<file path="src/rtl/spta_pkg.sv">
// Package with the shared types and constants of the SPTA stepper ramp generator.
`timescale 1ns / 1ps
package spta_pkg;

  localparam int unsigned PhaseAccW = 16;
  localparam int unsigned SpeedW    = 17;
  localparam int unsigned RateW     = 24;
  localparam int unsigned CountW    = 32;
  localparam int unsigned MoveW     = 16;
  localparam int unsigned CfgIdxW   = 3;
  localparam int unsigned CfgDataW  = 24;

  localparam logic [2:0] PH_IDLE  = 3'd0;
  localparam logic [2:0] PH_ACCEL = 3'd1;
  localparam logic [2:0] PH_MAX   = 3'd2;
  localparam logic [2:0] PH_DECEL = 3'd3;
  localparam logic [2:0] PH_STOP  = 3'd4;

  localparam logic [CfgIdxW-1:0] CFG_MAX_SPEED  = 3'd0;
  localparam logic [CfgIdxW-1:0] CFG_ACCEL_UP   = 3'd1;
  localparam logic [CfgIdxW-1:0] CFG_ACCEL_DOWN = 3'd2;
  localparam logic [CfgIdxW-1:0] CFG_SPEED_MODE = 3'd3;
  localparam logic [CfgIdxW-1:0] CFG_GUARD      = 3'd4;

  localparam logic [CountW-1:0] GUARD_MARGIN    = 32'd600;
  localparam logic [SpeedW-1:0] SPEED_TOLERANCE = 17'd3;
  localparam logic [SpeedW-1:0] SPEED_FALLBACK  = 17'd20000;

  typedef struct packed {
    logic             kind;
    logic             direction;
    logic [MoveW-1:0] step_total;
  } in_item_t;

  typedef struct packed {
    logic                     step_pulse;
    logic signed [CountW-1:0] position;
    logic [2:0]               phase;
    logic                     running;
    logic                     guard_tripped;
    logic [SpeedW-1:0]        current_speed;
  } out_item_t;

  typedef struct packed {
    logic [SpeedW-1:0] max_speed;
    logic [RateW-1:0]  accel_rate_up;
    logic [RateW-1:0]  accel_rate_down;
    logic              speed_mode;
    logic              overrun_guard;
  } cfg_t;

endpackage

</file>
<file path="src/rtl/spta_cfg_regs.sv">
// Configuration register file of the SPTA stepper ramp generator.
`timescale 1ns / 1ps
module spta_cfg_regs
  import spta_pkg::*;
(
  input  logic                clk,
  input  logic                rst_n,
  input  logic                cfg_we,
  input  logic [CfgIdxW-1:0]  cfg_index,
  input  logic [CfgDataW-1:0] cfg_wdata,
  output cfg_t                cfg
);

  cfg_t cfg_r;

  always_ff @(posedge clk) begin
    if (!rst_n) begin
      cfg_r <= '0;
    end else if (cfg_we) begin
      case (cfg_index)
        CFG_MAX_SPEED:  cfg_r.max_speed       <= cfg_wdata[SpeedW-1:0];
        CFG_ACCEL_UP:   cfg_r.accel_rate_up   <= cfg_wdata[RateW-1:0];
        CFG_ACCEL_DOWN: cfg_r.accel_rate_down <= cfg_wdata[RateW-1:0];
        CFG_SPEED_MODE: cfg_r.speed_mode      <= cfg_wdata[0];
        CFG_GUARD:      cfg_r.overrun_guard   <= cfg_wdata[0];
        default: ;
      endcase
    end
  end

  assign cfg = cfg_r;

endmodule

</file>
<file path="src/rtl/spta_core.sv">
// Motion state registers and the per-beat ramp, step and phase update logic.
`timescale 1ns / 1ps
module spta_core
  import spta_pkg::*;
(
  input  logic      clk,
  input  logic      rst_n,
  input  logic      en,
  input  in_item_t  item,
  input  cfg_t      cfg,
  output out_item_t res
);

  logic [2:0]           phase_r, phase_nxt;
  logic [PhaseAccW-1:0] pacc_r, pacc_nxt;
  logic [SpeedW-1:0]    sacc_r, sacc_nxt;
  logic [SpeedW-1:0]    speed_r, speed_nxt;
  logic [CountW-1:0]    steps_r, steps_nxt;
  logic [CountW-1:0]    ramp_r, ramp_nxt;
  logic [MoveW-1:0]     mlen_r, mlen_nxt;
  logic [MoveW-2:0]     mhalf_r, mhalf_nxt;
  logic [CountW-1:0]    pos_r, pos_nxt;
  logic                 dir_r, dir_nxt;
  logic                 busy_r, busy_nxt;
  logic [SpeedW-1:0]    tgt_r, tgt_nxt;
  logic [RateW-1:0]     up_r, up_nxt;
  logic [RateW-1:0]     dn_r, dn_nxt;
  logic                 smode_r, smode_nxt;
  logic                 guard_r, guard_nxt;
  logic                 gflag_r, gflag_nxt;

  logic [PhaseAccW+1:0] psum;
  logic                 carry;
  logic [CountW-1:0]    steps_inc;
  logic                 guard_hit;
  logic [2:0]           phase_g;
  logic                 smode_g;
  logic [CountW-1:0]    remaining;
  logic                 short_left;
  logic [SpeedW-1:0]    diff;
  logic                 in_band;
  logic [RateW-1:0]     rate;
  logic [RateW:0]       ssum;
  logic [7:0]           sc;
  logic [SpeedW:0]      spd_add;
  logic                 is_tick;
  logic                 do_clear;

  // Shared front-end arithmetic of a tick.
  assign psum      = {2'b00, pacc_r} + {1'b0, speed_r};
  assign carry     = |psum[PhaseAccW+1:PhaseAccW];
  assign steps_inc = steps_r + {31'd0, carry};
  assign guard_hit = guard_r && (steps_inc > ({16'd0, mlen_r} + GUARD_MARGIN));
  assign phase_g   = guard_hit ? PH_STOP : phase_r;
  assign smode_g   = guard_hit ? 1'b0 : smode_r;
  assign remaining = {16'd0, mlen_r} - steps_inc;
  assign short_left = remaining < ramp_r;
  assign diff      = (speed_r >= tgt_r) ? speed_r - tgt_r : tgt_r - speed_r;
  assign in_band   = diff <= SPEED_TOLERANCE;
  // One speed accumulator adder serves both ramps; the carry is the speed change.
  // The registered phase selects the rate, since a guard stop never uses the sum.
  assign rate      = (phase_r == PH_ACCEL) ? up_r : dn_r;
  assign ssum      = {8'd0, sacc_r} + {1'b0, rate};
  assign sc        = ssum[RateW:SpeedW];
  assign spd_add   = {1'b0, speed_r} + {10'd0, sc};
  assign is_tick   = en && !item.kind;

  always_comb begin
    phase_nxt = phase_r;
    pacc_nxt  = pacc_r;
    sacc_nxt  = sacc_r;
    speed_nxt = speed_r;
    steps_nxt = steps_r;
    ramp_nxt  = ramp_r;
    mlen_nxt  = mlen_r;
    mhalf_nxt = mhalf_r;
    pos_nxt   = pos_r;
    dir_nxt   = dir_r;
    busy_nxt  = busy_r;
    tgt_nxt   = tgt_r;
    up_nxt    = up_r;
    dn_nxt    = dn_r;
    smode_nxt = smode_r;
    guard_nxt = guard_r;
    gflag_nxt = gflag_r;
    do_clear  = 1'b0;

    if (en && item.kind) begin
      if (item.step_total != '0) begin
        dir_nxt   = item.direction;
        busy_nxt  = 1'b1;
        mlen_nxt  = item.step_total;
        mhalf_nxt = item.step_total[MoveW-1:1];
        tgt_nxt   = cfg.max_speed;
        up_nxt    = cfg.accel_rate_up;
        dn_nxt    = cfg.accel_rate_down;
        smode_nxt = cfg.speed_mode;
        guard_nxt = cfg.overrun_guard;
        phase_nxt = PH_ACCEL;
        pacc_nxt  = '0;
        sacc_nxt  = '0;
        ramp_nxt  = '0;
        speed_nxt = '0;
        steps_nxt = '0;
        pos_nxt   = '0;
      end
    end else if (is_tick) begin
      pacc_nxt  = psum[PhaseAccW-1:0];
      steps_nxt = steps_inc;
      // A pulse while idle is counted but does not move the position.
      if (carry && (phase_r != PH_IDLE)) begin
        pos_nxt = dir_r ? pos_r - 32'd1 : pos_r + 32'd1;
      end
      if (guard_hit) begin
        phase_nxt = PH_STOP;
        smode_nxt = 1'b0;
        gflag_nxt = 1'b1;
      end
      if (smode_g && in_band) begin
        if (short_left) begin
          speed_nxt = SPEED_FALLBACK;
          tgt_nxt   = SPEED_FALLBACK;
        end
      end else begin
        case (phase_g)
          PH_ACCEL: begin
            ramp_nxt = ramp_r + {31'd0, carry};
            sacc_nxt = ssum[SpeedW-1:0];
            if (!smode_g) begin
              if (mhalf_r != '0) begin
                if (steps_inc > {17'd0, mhalf_r}) phase_nxt = PH_DECEL;
              end else if (steps_inc != '0) begin
                phase_nxt = PH_DECEL;
              end
            end
            if (spd_add >= {1'b0, tgt_r}) begin
              speed_nxt = tgt_r;
              phase_nxt = PH_MAX;
            end else begin
              speed_nxt = spd_add[SpeedW-1:0];
            end
          end
          PH_MAX: begin
            if (short_left) phase_nxt = PH_DECEL;
          end
          PH_DECEL: begin
            if (carry && (ramp_r != '0)) ramp_nxt = ramp_r - 32'd1;
            sacc_nxt = ssum[SpeedW-1:0];
            if ((sc != '0) && (speed_r > {9'd0, sc})) speed_nxt = speed_r - {9'd0, sc};
            if (!smode_g && (steps_inc >= {16'd0, mlen_r})) begin
              do_clear  = 1'b1;
              steps_nxt = '0;
            end
          end
          PH_STOP: begin
            do_clear  = 1'b1;
            guard_nxt = 1'b0;
          end
          default: ;
        endcase
      end
      if (do_clear) begin
        phase_nxt = PH_IDLE;
        busy_nxt  = 1'b0;
        dir_nxt   = 1'b0;
        smode_nxt = 1'b0;
        mlen_nxt  = '0;
        mhalf_nxt = '0;
        tgt_nxt   = '0;
        up_nxt    = '0;
        dn_nxt    = '0;
        pacc_nxt  = '0;
        sacc_nxt  = '0;
        ramp_nxt  = '0;
        speed_nxt = '0;
        pos_nxt   = '0;
      end
    end
  end

  always_ff @(posedge clk) begin
    if (!rst_n) begin
      phase_r <= PH_IDLE;
      pacc_r  <= '0;
      sacc_r  <= '0;
      speed_r <= '0;
      steps_r <= '0;
      ramp_r  <= '0;
      mlen_r  <= '0;
      mhalf_r <= '0;
      pos_r   <= '0;
      dir_r   <= 1'b0;
      busy_r  <= 1'b0;
      tgt_r   <= '0;
      up_r    <= '0;
      dn_r    <= '0;
      smode_r <= 1'b0;
      guard_r <= 1'b0;
      gflag_r <= 1'b0;
    end else begin
      phase_r <= phase_nxt;
      pacc_r  <= pacc_nxt;
      sacc_r  <= sacc_nxt;
      speed_r <= speed_nxt;
      steps_r <= steps_nxt;
      ramp_r  <= ramp_nxt;
      mlen_r  <= mlen_nxt;
      mhalf_r <= mhalf_nxt;
      pos_r   <= pos_nxt;
      dir_r   <= dir_nxt;
      busy_r  <= busy_nxt;
      tgt_r   <= tgt_nxt;
      up_r    <= up_nxt;
      dn_r    <= dn_nxt;
      smode_r <= smode_nxt;
      guard_r <= guard_nxt;
      gflag_r <= gflag_nxt;
    end
  end

  assign res.step_pulse    = is_tick && carry;
  assign res.position      = $signed(pos_nxt);
  assign res.phase         = phase_nxt;
  assign res.running       = busy_nxt;
  assign res.guard_tripped = gflag_nxt;
  assign res.current_speed = speed_nxt;

endmodule

</file>
<file path="src/rtl/stepper_spta_ramp_generator.sv">
// Top level of the SPTA stepper ramp generator: input stage, motion core, result register.
//
//   Channel   Direction  Handshake            Payload
//   in_       in         in_valid / in_stall  in_item_t  (kind, direction, step_total)
//   out_      out        out_valid/ out_stall out_item_t (one result per input beat)
//   cfg_      in         cfg_we               cfg_index, cfg_wdata (write only)
//
// Every input beat yields one result beat; an accepted beat is registered in the input
// stage, then its result is registered in the result register, which drives out_valid.
// One beat is accepted per cycle; the state update of a beat is combinational logic
// in the motion core, so nothing limits the rate but output stalls.
// While a result waits under out_stall, one more beat is still taken into the input stage.
// rst_n is synchronous; after reset the block is idle and all counters are zero.
`timescale 1ns / 1ps
module stepper_spta_ramp_generator
  import spta_pkg::*;
(
  input  logic                clk,
  input  logic                rst_n,
  input  logic                in_valid,
  output logic                in_stall,
  input  in_item_t            in_data,
  output logic                out_valid,
  input  logic                out_stall,
  output out_item_t           out_data,
  input  logic                cfg_we,
  input  logic [CfgIdxW-1:0]  cfg_index,
  input  logic [CfgDataW-1:0] cfg_wdata
);

  cfg_t      cfg;
  in_item_t  item_r;
  logic      item_valid_r, item_valid_nxt;
  out_item_t res;
  out_item_t res_r;
  logic      res_valid_r, res_valid_nxt;
  logic      out_ready;
  logic      take;
  logic      process;

  assign out_ready = !res_valid_r || !out_stall;
  assign in_stall  = item_valid_r && !out_ready;
  assign take      = in_valid && !in_stall;
  assign process   = item_valid_r && out_ready;

  assign item_valid_nxt = take || (item_valid_r && !out_ready);
  assign res_valid_nxt  = process || (res_valid_r && out_stall);

  spta_cfg_regs u_cfg (
    .clk       (clk),
    .rst_n     (rst_n),
    .cfg_we    (cfg_we),
    .cfg_index (cfg_index),
    .cfg_wdata (cfg_wdata),
    .cfg       (cfg)
  );

  spta_core u_core (
    .clk   (clk),
    .rst_n (rst_n),
    .en    (process),
    .item  (item_r),
    .cfg   (cfg),
    .res   (res)
  );

  always_ff @(posedge clk) begin
    if (!rst_n) begin
      item_valid_r <= 1'b0;
      res_valid_r  <= 1'b0;
    end else begin
      item_valid_r <= item_valid_nxt;
      res_valid_r  <= res_valid_nxt;
    end
  end

  always_ff @(posedge clk) begin
    if (take) begin
      item_r <= in_data;
    end
    if (process) begin
      res_r <= res;
    end
  end

  assign out_valid = res_valid_r;
  assign out_data  = res_r;

endmodule

</file>
<file path="config.mk">
export PLATFORM = sky130hd
export DESIGN_NAME = stepper_spta_ramp_generator
export DESIGN_NICKNAME = d
export VERILOG_FILES = /design/src/rtl/spta_pkg.sv /design/src/rtl/spta_cfg_regs.sv /design/src/rtl/spta_core.sv /design/src/rtl/stepper_spta_ramp_generator.sv
export SDC_FILE = /design/constraint.sdc
export NUM_CORES = 1
export LEC_CHECK = 0
export ABC_CLOCK_PERIOD_IN_PS = 9400
export CORE_UTILIZATION = 45
export DETAILED_ROUTE_END_ITERATION = 8
export DONT_BUFFER_PORTS = 1
export GPL_ROUTABILITY_DRIVEN = 0
export PLACE_DENSITY = 0.6
export SETUP_SLACK_MARGIN = 0.15
export SKIP_LAST_GASP = 1
export SYNTH_ARGS = -nofsm -noshare
export SYNTH_HDL_FRONTEND = slang
export SYNTH_SLANG_ARGS = --single-unit
</file>
<file path="constraint.sdc">
create_clock -name clk -period 9.4 [get_ports clk]
set_clock_uncertainty 0.15 [all_clocks]
set_input_delay 0.47 -clock clk [delete_from_list [all_inputs] [get_ports clk]]
set_output_delay 0.47 -clock clk [all_outputs]
set_load 0.005 [all_outputs]
</file>
**After elaboration in Yosys (flattened, before gate mapping)**

Cells that the tools add are included.

- Word-level logic and storage cells: 214
- Bits in registers: 392

- Order comparisons: 8
- Reductions and logical operators: 49
- Mux-type cells: 98
- Equality and inequality tests: 13
- $add $sub $neg: 13

Operators with widths:

| cell | count |
|---|---|
| two-way mux 32 bit | 17 |
| two-way mux 17 bit | 21 |
| two-way mux 24 bit | 7 |
| two-way mux 16 bit | 8 |
| adder 32 x 1 -> 32 bit | 2 |
| case mux 32 bit (2 select lines) | 1 |
| nonzero test 32 bit | 2 |
| subtractor 32 x 1 -> 32 bit, second input constant | 2 |
| two-way mux 15 bit | 4 |
| two-way mux 3 bit | 12 |
| case mux 17 bit (2 select lines) | 1 |
| subtractor 17 bit | 2 |
| adder 32 x 1 -> 32 bit, second input constant | 1 |
| >= comparator 32 x 16 -> 1 bit | 1 |
| greater-than comparator 32 x 15 -> 1 bit | 1 |
| greater-than comparator 32 bit | 1 |
| less-than comparator 32 bit | 1 |
| subtractor 16 x 32 -> 32 bit | 1 |
| adder 17 x 24 -> 25 bit | 1 |
| two-way mux 1 bit | 25 |
| adder 16 x 17 -> 18 bit | 1 |
| adder 17 x 8 -> 18 bit | 1 |
| >= comparator 18 x 17 -> 1 bit | 1 |
| adder 16 x 10 -> 17 bit, second input constant | 1 |
| other kinds (28) | 66 |

**Logic depth before layout (Yosys ltp)**

- Depth after elaboration: 16
- Mapped depth: 44
- Mapped depth without buffers: 42

**Hierarchy**

From an unflattened synthesis, not the netlist that was laid out.

- Cell total of the unflattened synthesis: 3237
- Area, all modules: 26764.4 µm²

By module, submodules not included:

| module | seq. area each (µm²) | cells each | times used | area each (µm²) |
|---|---|---|---|---|
| spta_core | 4704.5 | 2908 | 1 | 21939.8 |
| spta_cfg_regs | 1341.3 | 248 | 1 | 2548.7 |
| stepper_spta_ramp_generator | 2232.1 | 81 | 1 | 2275.9 |

**Least setup slack after synthesis**

No wires, ideal clock.

- Path kind: register -> register
- From: reg u_core.speed_r[1]
- To: reg u_core.ramp_r[20]
- Library setup time: 0.117 ns
- Period minus slack after synthesis: 9.319 ns
- Data required time: 9.133 ns
- Path buffers: 2
- Arrival: 9.052 ns
- Path slack: 0.081 ns
- Cell stages (with the launch flop): 40
- Cells stage by stage: dfxtp_1 > inv_1 > fa_1 > nand2b_1 > a21oi_1 > o211ai_1 > a31oi_1 > o31ai_1 > o2bb2ai_1 > o21bai_1 > ha_1 > ha_1 > nand2_1 > or4_1 > buf_2 > xnor2_1 > ha_1 > nand4_1 > (+4 left out) > a41oi_2 > nor2b_1 > buf_2 > nand2_1 > nand2_1 > ha_1 > nor2b_1 > o21ai_0 > nand2b_1 > a31oi_1 > o21ai_0 > a31oi_1 > o21ai_0 > a31oi_1 > o21bai_1 > a221o_1 > xor2_1 > a22o_1

- Cells in the longest elaborated chain, start to end: 16
- Elaborated cells on any way between the ends: 35
- Those cells by class: 5 x add/sub; 4 x order compare; 5 x eq/ne; 13 x mux; 8 x reduce/logical

RTL lines:

| what | line | RTL |
|---|---|---|
| from (decl) | spta_core.sv:17 | `logic [SpeedW-1:0] speed_r, speed_nxt;` |
| from (signal assigned) | spta_core.sv:204 | `speed_r <= speed_nxt;` |
| parallel branches: the longest is 16 deep, another holds adder 32 x 1 -> 32 bit | - |  |
| to (signal assigned) | spta_core.sv:206 | `ramp_r <= ramp_nxt;` |
| to (decl) | spta_core.sv:19 | `logic [CountW-1:0] ramp_r, ramp_nxt;` |

Several ways; the timed one is not identified. The select of a mux whose other input is x is not followed.
A chain may end at the register's enable or synchronous reset.

==> flow_metrics.py <==
metrics = {
    "outcome": {
        "status": "finished, final reports clean",
    },
    "global_routing": {
        "antenna_found_initial": 5,
        "grt_pass1_vias": 21943,
        "grt-ovfl-total": 0,
        "grt_max_degree": 114,
        "grt_pass1_wl_um": 118000,
        "groute.usage.overall": 0.252,
    },
    "clocking": {
        "clockBufferDepth": 3,
        "cts_tree": "built",
        "clkSinkCount": 377,
        "clockRootBuffer": "clkbuf_16",
        "htreeDepth": 2,
        "clk_latency_ns": 0.60,
        "clkTransAtPathRegs_ns": 0.06,
        "cts_buffers": 44,
    },
    "logic_synthesis": {
        "ys_warn_count": 0,
        "synth-seq-cells": 377,
        "yosysTopAreaCellShare": 0.237,
        "yosys-top-cells-count": "nand2_1, dfxtp_1, a21oi_1",
        "synthArstFlopShare": 0,
        "synth_edf_count": 73,
        "ys_seq_area_frac": 0.322,
        "syn_area_mm2": 0.0257,
        "synth_cells": 3114,
        "synth_top_cells_by_area": "dfxtp_1, ha_1, edfxtp_1, nand2_1, a21oi_1",
        "synth_flop_cell": "dfxtp_1",
        "yosysTopAreaCell": "dfxtp_1",
        "avgSynthCellArea_um2": 8.26,
        "yosysUniqueCellTypes": 100,
        "syn-num-nets": 3422,
        "synth.most_common_cell": "nand2_1",
    },
    "routing": {
        "num_vias": 23074,
        "antenna_left": 0,
        "detail_route.wl_per_cell_um": 18.9,
        "drc": 0,
        "drtPass1Iterations": 6,
        "avgViaCountPerCell": 5.89,
        "wirelength_um": 74000,
        "drtIter0Drc": 2054,
    },
    "worst_setup_path": {
        "required_ns": 9.53,
        "rrSetupSlack_ns": 0.68,
        "worstSetupPathType": "flip-flop to flip-flop",
        "crit_path_max_fanout": 9,
        "cpMaxStageDelayCell": "or4b_2",
        "cp.arrival_ns": 8.85,
        "cpMostUsedCell": "a21o_1",
        "slowest_delay_ns": 0.66,
        "r2r-start": "u_core.speed_r[0]",
        "r2r_cells": 38,
        "endpoint_kind": "flip-flop",
        "critPathLaunchType": "flip-flop",
        "reg2reg_to": "out_data[14]",
    },
    "pwr": {
        "p_per_area_mw_per_mm2": 141,
        "cellLeakagePower_uw": 0.0113,
        "ir_worst_vdd_mv": 0.161,
    },
    "layout": {
        "layout.nets": 3431,
        "area_growth_pct": 12.0,
        "drive_above_1_share": 0.0729,
        "final_cells": 3915,
        "nFillCells": 5349,
    },
    "placement": {
        "pre_cts_ws_ns": -0.156,
        "dp.cells": 3784,
        "hpwlAfterDp_um": 53800,
        "io_buffers": 0,
    },
    "worst_hold_path": {
        "hp-class": "primary input to flip-flop",
        "hold_end": "u_core.speed_r[13]",
        "holdCritStartpoint": "rst_n",
        "hold_depth": 2,
    },
    "job": {
        "maxCapViolations": 0,
    },
    "sta": {
        "hold_ws_ns": 0.0757,
        "worstMarginPinSlew_ns": 1.25,
        "fmax_mhz": 115,
        "post-route-period-util": 0.927,
        "hold_viol_final": 0,
        "worst_slack_ns": 0.683,
        "finalSetupViolCount": 0,
        "rsz0062_at_grt": "yes",
        "slew_headroom": 0.167,
        "slew_viol_final": 0,
        "period_minus_slack_ns": 8.72,
    },
    "floorplan": {
        "start_util": 0.456,
        "die_area_mm2": 0.0581,
        "dieWidth_um": 241,
        "die_h_um": 241,
        "core_area_mm2": 0.0564,
        "rows": 87,
        "pin_count": 107,
    },
}
## per-layer routing
metal  up-vias  track usage  part of all wire
li1      11213            -                 -
met1     10961        0.350              0.47
met2       768        0.401              0.44
met3       128       0.0395             0.065
met4         4       0.0715             0.025
met5         -            0           0.00036
## report_power, final
group,total [uW],switching (uW),internal (uW)
clock,1790,720,1070
sequential,1700,24.6,1680
combinational,578,358,221
total,4070,1100,2970
## placed cells by master, fill, tap and decap left out, types with 11 or more instances in the layout
| cell | count |
|---|---|
| nand2_1 | 376 |
| dfxtp_1 | 304 |
| a21oi_1 | 266 |
| ha_1 | 245 |
| nor2_1 | 237 |
| inv_1 | 169 |
| o21ai_0 | 138 |
| xnor2_1 | 122 |
| a22oi_1 | 95 |
| edfxtp_1 | 73 |
| nand3_1 | 70 |
| a21o_1 | 67 |
| and2_1 | 61 |
| buf_4 | 58 |
| xor2_1 | 54 |
| nor3_1 | 47 |
| dlygate4sd3_1 | 47 |
| nand4_1 | 44 |
| clkbuf_16 | 44 |
| nand2b_1 | 43 |
| a22o_1 | 41 |
| o21a_1 | 37 |
| nor4_1 | 30 |
| and3_1 | 29 |
| a211oi_1 | 27 |
| o21bai_1 | 24 |
| mux2i_1 | 23 |
| nor2b_1 | 21 |
| a31oi_1 | 21 |
| o21ai_2 | 21 |
| o211ai_1 | 18 |
| nand3b_1 | 15 |
| or3_1 | 15 |
| o22ai_1 | 12 |
| clkbuf_1 | 12 |
| o31ai_1 | 11 |
## worst max path at each step
stage | start | end | slack (ns) | cells after the start
3_5_place_dp | u_core.speed_r[0] | out_data[10] | -0.16 | 36
5_1_grt | u_core.speed_r[1] | u_core.ramp_r[30] | 0.12 | 40
2_1_floorplan | u_core.speed_r[1] | u_core.ramp_r[20] | 0.35 | 39
4_1_cts | u_core.pacc_r[0] | u_core.speed_r[10] | 0.21 | 37
3_3_place_gp | u_core.speed_r[0] | out_data[10] | 0.007 | 36
6_report | u_core.speed_r[0] | out_data[14] | 0.68 | 38
## sequential cells by signal (all words and copies together), names as in the netlist, 3 cells and up
name and cells:
u_core.speed_r 17, u_core.up_r 24, u_core.pos_r 32, u_core.steps_r 32, u_core.dn_r 24, u_core.mhalf_r 15
u_core.phase_r 3, out_data 55, u_core.tgt_r 17, item_r 18, u_core.pacc_r 16, u_core.sacc_r 17
u_core.ramp_r 32, u_cfg.cfg 67
## cell families (layout without fill, tap and decap cells)
kind of cell	Yosys count	after routing	share of synthesized area
AO/OA/AOI/OAI	909	909	0.236
XOR/XNOR	182	182	0.0620
adder cells (fa/ha/maj)	258	258	0.128
buffers and inverters	319	361	0.0494
flip-flops	377	377	0.322
multiplexers	26	26	0.0103
other	0	3	0
AND/OR/NAND/NOR	1043	1043	0.192
## metrics by stage
step / cell area (um^2) / power [uW] / setup TNS (ns) / util
3_5_place_dp: 26600 / 2270 / -0.280 / 0.471
2_1_floorplan: 25700 / 2120 / 0 / -
5_1_grt: 28800 / 4230 / 0 / 0.511
4_1_cts: 28600 / 4090 / 0 / 0.507
3_3_place_gp: 26600 / 2260 / 0 / 0.471
6_report: 28800 / 4070 / 0 / 0.511
## what timing repair did
item                                    CTS  global route
hold endpoints to repair                128             0
hold buffers                             48             0
setup buffers                             0             1
endpoints found under the setup margin    7            66
resized for setup                         6            41
pin swaps                                 0             4
## critical path: cells and delay by family, from the launching register on
family                   cells  cell delay [ns]
XOR/XNOR                     2             0.33
AO/OA/AOI/OAI               16             3.30
AND/OR/NAND/NOR             10             2.24
flip-flops                   1             0.33
buffers and inverters        4             0.36
adder cells (fa/ha/maj)      6             1.68
## layout make-up
type	instances	area, um^2	area share
diodes	3	7.51	0.000261
clock buffers	64	1260	0.0436
clock inverters	15	263	0.00912
inverters	174	658	0.0229
multi-input cells	2418	16400	0.571
flip-flops and latches	377	8280	0.287
well taps	756	946	0.0328
repair buffers	108	948	0.0329
Power figures use the tool's default switching activity.
